$ cat src/design/mfr_pkg.sv
package mfr_pkg;

    localparam int SCREEN_COLUMNS = 128;
    localparam int SCREEN_PAGES   = 8;
    localparam int SCREEN_ROWS    = 8 * SCREEN_PAGES;
    localparam int STORE_DEPTH    = SCREEN_COLUMNS * SCREEN_PAGES;
    localparam int ADDR_W         = $clog2(STORE_DEPTH);
    localparam int COL_W          = $clog2(SCREEN_COLUMNS);
    localparam int PAGE_W         = (SCREEN_PAGES > 1) ? $clog2(SCREEN_PAGES) : 1;

    typedef enum logic [2:0] {
        REQ_POINT = 3'd0,
        REQ_LINE  = 3'd1,
        REQ_ARC   = 3'd2,
        REQ_FILL  = 3'd3,
        REQ_READ  = 3'd4
    } req_t;

    // controller -> datapath
    typedef struct packed {
        logic load;      // capture request fields, init stepping state
        logic clr_addr;  // reset clear sweep address
        logic clr_step;  // write zero at sweep address and advance
        logic probe;     // compute current plot address, issue read
        logic write;     // write modified byte
        logic advance;   // advance the walker one plot
        logic rd_issue;  // issue read for the read request
        logic rd_take;   // latch read data into result
        logic res_zero;  // result for non-read request
    } mfr_cmd_t;

    // datapath -> controller
    typedef struct packed {
        logic clr_last;
        logic done;      // walker has no more plots
        logic in_range;  // current plot lands in the store
    } mfr_stat_t;

endpackage

$ cat src/design/mfr_ctrl.sv
module mfr_ctrl
    import mfr_pkg::*;
(
    input  logic      clk,
    input  logic      rst_n,
    input  logic      in_valid,
    output logic      in_ready,
    input  logic [2:0] req_type,
    output logic      out_valid,
    input  logic      out_ready,
    input  mfr_stat_t stat,
    output mfr_cmd_t  cmd
);
    typedef enum logic [2:0] {
        S_CLEAR, S_IDLE, S_DISPATCH, S_PROBE, S_WRITE, S_READ, S_TAKE
    } state_t;

    state_t state_reg;
    logic   out_valid_reg;
    logic   single_reg;

    logic accept;
    assign in_ready  = (state_reg == S_IDLE) && (!out_valid_reg || out_ready);
    assign accept    = in_valid && in_ready;
    assign out_valid = out_valid_reg;

    always_comb
    begin
        cmd = '0;
        unique case (state_reg)
            S_CLEAR:    cmd.clr_step = 1'b1;
            S_IDLE:     cmd.load = accept;
            S_DISPATCH: cmd.rd_issue = 1'b1;
            S_PROBE:    cmd.probe = !stat.done;
            S_WRITE:
            begin
                cmd.write    = 1'b1;
                cmd.advance  = 1'b1;
                cmd.res_zero = single_reg;
            end
            // hold the read address so the data arrives in S_TAKE
            S_READ:     cmd.rd_issue = 1'b1;
            S_TAKE:
            begin
                cmd.rd_take  = !single_reg;
                cmd.res_zero = single_reg;
            end
            default:    ;
        endcase
        if (state_reg == S_PROBE && stat.done)
        begin
            cmd.res_zero = 1'b1;
        end
    end

    always_ff @(posedge clk or negedge rst_n)
    begin
        if (!rst_n)
        begin
            state_reg     <= S_CLEAR;
            out_valid_reg <= 1'b0;
            single_reg    <= 1'b0;
        end
        else
        begin
            if (out_valid_reg && out_ready)
            begin
                out_valid_reg <= 1'b0;
            end
            unique case (state_reg)
                S_CLEAR:
                    if (stat.clr_last) state_reg <= S_IDLE;
                S_IDLE:
                    if (accept)
                    begin
                        // point: one plot; unknown request: result only
                        single_reg <= (req_type == REQ_POINT) || (req_type > REQ_READ);
                        priority if (req_type == REQ_READ)
                            state_reg <= S_DISPATCH;
                        else if (req_type == REQ_POINT || req_type == REQ_LINE
                                 || req_type == REQ_ARC || req_type == REQ_FILL)
                            state_reg <= S_PROBE;
                        else
                            state_reg <= S_TAKE;
                    end
                S_DISPATCH: state_reg <= S_READ;
                S_READ:     state_reg <= S_TAKE;
                S_TAKE:
                begin
                    out_valid_reg <= 1'b1;
                    state_reg     <= S_IDLE;
                end
                S_PROBE:
                    if (stat.done)
                    begin
                        out_valid_reg <= 1'b1;
                        state_reg     <= S_IDLE;
                    end
                    else
                    begin
                        state_reg <= S_WRITE;
                    end
                S_WRITE:
                    if (single_reg)
                    begin
                        out_valid_reg <= 1'b1;
                        state_reg     <= S_IDLE;
                    end
                    else
                    begin
                        state_reg <= S_PROBE;
                    end
                default: state_reg <= S_IDLE;
            endcase
        end
    end
endmodule

$ cat config.mk
export PLATFORM = sky130hd
export DESIGN_NAME = mfr_ctrl
export DESIGN_NICKNAME = d
export VERILOG_FILES = /design/src/design/mfr_pkg.sv /design/src/design/mfr_ctrl.sv
export SDC_FILE = /design/constraint.sdc
export NUM_CORES = 1
export LEC_CHECK = 0
export ABC_AREA = 1
export BUFFER_PORTS_ARGS = -buffer_cell sky130_fd_sc_hd__buf_4
export CORE_AREA = 4 4 41 43
export DETAILED_ROUTE_END_ITERATION = 8
export DIE_AREA = 0 0 45 47
export PLACE_DENSITY = 0.74
export RECOVER_POWER = 50
export SKIP_CTS_REPAIR_TIMING = 1
export SLEW_MARGIN = 20
export SYNTH_ARGS = -nofsm -noshare
export SYNTH_HDL_FRONTEND = slang
export SYNTH_SLANG_ARGS = --single-unit
$ cat constraint.sdc
create_clock -name clk -period 1.1 [get_ports clk]
set_input_delay 0.055 -clock clk [delete_from_list [all_inputs] [get_ports clk]]
set_output_delay 0.055 -clock clk [all_outputs]
set_load 0.01 [all_outputs]
-- Word-level counts from Yosys, hierarchy flattened
Index checks and enable logic that the tools add are counted.
- register bits after elaboration: 5
- output and inout bits: 11
- input port bits: 10
- order comparisons: 1
- reduce and logical (&&, ||, !) cells: 18
- equal/unequal tests: 12
- multiplexer cells: 19
- operator list (kind ; number):
    $pmux 3 s6 ; 1
    $mux 3 ; 5
    $eq 3x2->1 const B ; 4
    $eq 3x3->1 const B ; 4
    $mux 1 ; 10
    $eq 3x1->1 const B ; 2
    $logic_not 3->1 ; 2
    $logic_or 1x1->1 ; 5
    $logic_and 1x1->1 ; 4
    $mux 2 ; 2
    $ne 2x2->1 const B ; 2
    $reduce_and 2->1 ; 2
    $reduce_or 2->1 ; 2
    $gt 3x3->1 const B ; 1
    $logic_not 1->1 ; 3
    $pmux 1 s3 ; 1

-- Logic depth before layout (Yosys ltp)
- word-level depth: 8
- gate-level depth with buffers: 8

-- Worst setup path before layout
Ideal clock, no wire load.
- path kind: register to output
- start: register state_reg[1]
- end: output port cmd[4] (netlist name)
- slack: 0.050 ns
- stages on the path, launching flop included: 5
- arrival: 0.995 ns
- cell sequence: dfrtp_1 inv_2 nand2_1 nor2_1 buf_4
- RTL lines (element ; line ; source):
    start: declaration ; mfr_ctrl.sv:18 ; state_t state_reg;
    start signal: assignment ; mfr_ctrl.sv:60 ; state_reg <= S_CLEAR;
    start signal: assignment ; mfr_ctrl.sv:72 ; if (stat.clr_last) state_reg <= S_IDLE;
    start signal: assignment ; mfr_ctrl.sv:79 ; state_reg <= S_DISPATCH;
    end: declaration ; mfr_ctrl.sv:12 ; output mfr_cmd_t cmd

==> reports/qor.csv <==
stage;metric;value;unit
routing;final routed wire length divided by cell count;11.00;um
sta;crit share post-route;117.1;%
floorplanning;area of the core region;0.001301;mm2
min_path;startpoint of the tightest hold check path;req_type[2];
floorplanning;row cnt;13;
synthesis;count of cell types in the netlist;22;
synthesis;cell types occupying the most area after synthesis;sky130_fd_sc_hd__dfrtp_1, sky130_fd_sc_hd__nand2_1, sky130_fd_sc_hd__nor2_1;
placement;RD Place Congestion;0.7307;
routing;via count normalized by instance count;4.578;
worst_setup_path;worst setup path endpoint;cmd[8];
sta;final worst setup slack;-0.1881;ns
synthesis;sequential area share after synthesis;27.86;%
worst_setup_path;crit path kind;register to primary output;
sta;Max Transition Viols Final;0;
clock_tree;number of buffers on the longest clock path;2;
final_layout;ratio of cells with drive above 1 in the final layout;56.32;%
clock_tree;CTS H-tree depth;1;
routing;WL final;1122;um
sta;Hold Fails Final Rpt;0;
routing;Detail Route Antenna Nets;0;
worst_setup_path;startpoint kind of the worst setup timing path;register;
synthesis;Synth Instances;62;
worst_setup_path;endpoint class of the critical path;primary output;
synthesis;Post-Syn Nets;73;
clock_tree;Sink Count;5;
worst_setup_path;end of the worst register-to-register path;state_reg[2];
sta;Final min period;1.288;ns
final_layout;signed area change from the synthesized netlist to the final layout;49.86;%
status;status;complete, but fails checks;
worst_setup_path;Worst R2R Start;state_reg[2];
clock_tree;Clk Latency, worst-skew pair;0.25;ns
pwr;total power after layout;1.792;mW
floorplanning;Die ar.;0.002115;mm2
worst_setup_path;Reg2Reg Setup Slack;-0.06;ns
synthesis;synth warn;0;
routing;drt initial violations;0;
synthesis;prevailing post-synth register cell;sky130_fd_sc_hd__dfrtp_1;
synthesis;fraction of registers with async set/reset;100.0;%
final_layout;number of antenna cells inserted;0;
floorplanning;number of top-level pins;21;
pwr;power per standard cell area;2663;mW/mm2
synthesis;Synth area leader;sky130_fd_sc_hd__dfrtp_1;
synthesis;count of flip-flops with a built-in enable after synthesis;0;
grt;gr usage total;11.69;%
pwr;Pleak;0.3600;nW
synthesis;FF+latch count, synth;5;
placement;Port-buffer cells;18;
clock_tree;clock root buffer;sky130_fd_sc_hd__clkbuf_4;
routing;Initial DRT Pass Iterations;1;
min_path;class of the worst hold path;primary input to register;
floorplanning;die outline width;45;um
placement;estimated wirelength of the detail-placed design;802.2;um
pwr;largest vdd supply drop;1.188;mV
floorplanning;die height;47;um
grt;first-pass GRT wire length;1690;um
grt;via count of the first global-routing pass;401;
routing;total vias in the final route;467;
worst_setup_path;data arrival at the endpoint of the critical path;1.23;ns
routing;number of DRC violations after detailed routing;0;
grt;grt ovf;0;
clock_tree;post-CTS clock slew at the launch and capture registers of the worst setup and hold paths;0.04;ns
worst_setup_path;timing startpoint of the critical path;state_reg[2];
placement;DP Worst Slack;-0.04499;ns
sta;setup-violating endpoint count in the final report;11;
final_layout;Net count, final;99;
sta;worst clock skew;0.001618;ns
job;maximum capacitance violations;0;
synthesis;post-synthesis cell area;449.2;um2
worst_setup_path;data required time of the worst path;1.04;ns
worst_setup_path;maximum fanout count along the critical path;7;
clock_tree;clock tree from TritonCTS;yes;
floorplanning;initial core utilization;34.52;%
synthesis;Post-Syn Area per Cell;7.245;um2
grt;maximum number of pins on one net before global-route repair;9;
final_layout;max reg flops;3;
synthesis;Commonest cells post-synth;sky130_fd_sc_hd__nand2_1, sky130_fd_sc_hd__nor2_1, sky130_fd_sc_hd__inv_1;
worst_setup_path;Worst Reg2Reg Path Length in Cells;5;
sta;Fmax achieved;776.3;MHz
synthesis;post-synth top area share;27.86;%
grt;initial antenna violation count;0;
sta;setup repair after global routing missed its margin;true;
status;violations in the final reports;negative setup slack;
clock_tree;CTS buffer count;3;
## worst max-delay path: stages (launching register included)
cell	delay, ns
sky130_fd_sc_hd__dfrtp_2	0.46
sky130_fd_sc_hd__inv_4	0.10
sky130_fd_sc_hd__nand3_4	0.09
sky130_fd_sc_hd__nor2_4	0.10
sky130_fd_sc_hd__nand2_2	0.06
sky130_fd_sc_hd__inv_2	0.07
sky130_fd_sc_hd__buf_6	0.10
## placed cells by master, fill, tap and decap left out, types with 3 or more instances in the layout
master                     netlist  routed
sky130_fd_sc_hd__nand3_1         4       4
sky130_fd_sc_hd__inv_1           6       5
sky130_fd_sc_hd__clkbuf_4        0       3
sky130_fd_sc_hd__nand2_2         5       7
sky130_fd_sc_hd__dfrtp_2         0       3
sky130_fd_sc_hd__nand2_1        10       8
sky130_fd_sc_hd__nor2_1         10       8
sky130_fd_sc_hd__buf_4           2      21
## per-layer routing
metal	vias to the layer above	global-route usage (%)	share of wire, %
met5	-	0	0
met4	0	3.509	2.4
met3	5	7.280	8.3
met2	16	18.64	50
met1	208	12.99	39
li1	238	-	-
## worst min path at each step
| stage | endpoint | cells past startpoint |
|---|---|---|
| 6_report | state_reg[2] | 3 |
| 3_5_place_dp | out_valid | 1 |
| 4_1_cts | out_valid | 1 |
| 3_3_place_gp | out_valid | 1 |
| 5_1_grt | state_reg[2] | 3 |
| 2_1_floorplan | out_valid | 0 |
## where the power goes
| part | internal [mW] | total, mW | leakage (nW) | switching, mW |
|---|---|---|---|---|
| combinational | 0.549 | 1.13 | 0.286 | 0.581 |
| sequential | 0.281 | 0.439 | 0.0585 | 0.157 |
| clock | 0.138 | 0.224 | 0.0150 | 0.0858 |
| total | 0.968 | 1.79 | 0.360 | 0.825 |
## metrics by stage
| step | instances | setup TNS (ns) | util, % | area, um2 | hold slack [ns] |
|---|---|---|---|---|---|
| after CTS | 95 | -1.631 | 45.48 | 591.8 | -0.4115 |
| after floorplan | 62 | 0 | - | 449.2 | -0.2406 |
| after detailed placement | 91 | -0.08342 | 43.46 | 565.5 | -0.1423 |
| final | 102 | -1.353 | 51.73 | 673.1 | 0.08845 |
| after global routing | 102 | -2.232 | 51.73 | 673.1 | 0.08895 |
| after global placement | 91 | -0.05046 | 43.46 | 565.5 | -0.1426 |
## cell type report
class | instances | area (um2)
multi-input cells | 44 | 266.5
fillers | 138 | 628.1
clock buffers | 4 | 26.28
well taps | 15 | 18.77
flip-flops and latches | 5 | 128.9
repair buffers | 25 | 193.9
inverters | 9 | 38.79
## kinds of logic (layout without fill, tap and decap cells)
logic type	Yosys count	in the layout	synth area share, %
simple gates	36	36	42.34
buf+inv	13	38	16.43
compound gates	6	6	9.751
flops	5	5	27.86
fa+ha+maj	1	1	2.785
other cells	1	1	0.8349
Note: power is estimated with default switching activity, not from simulation.
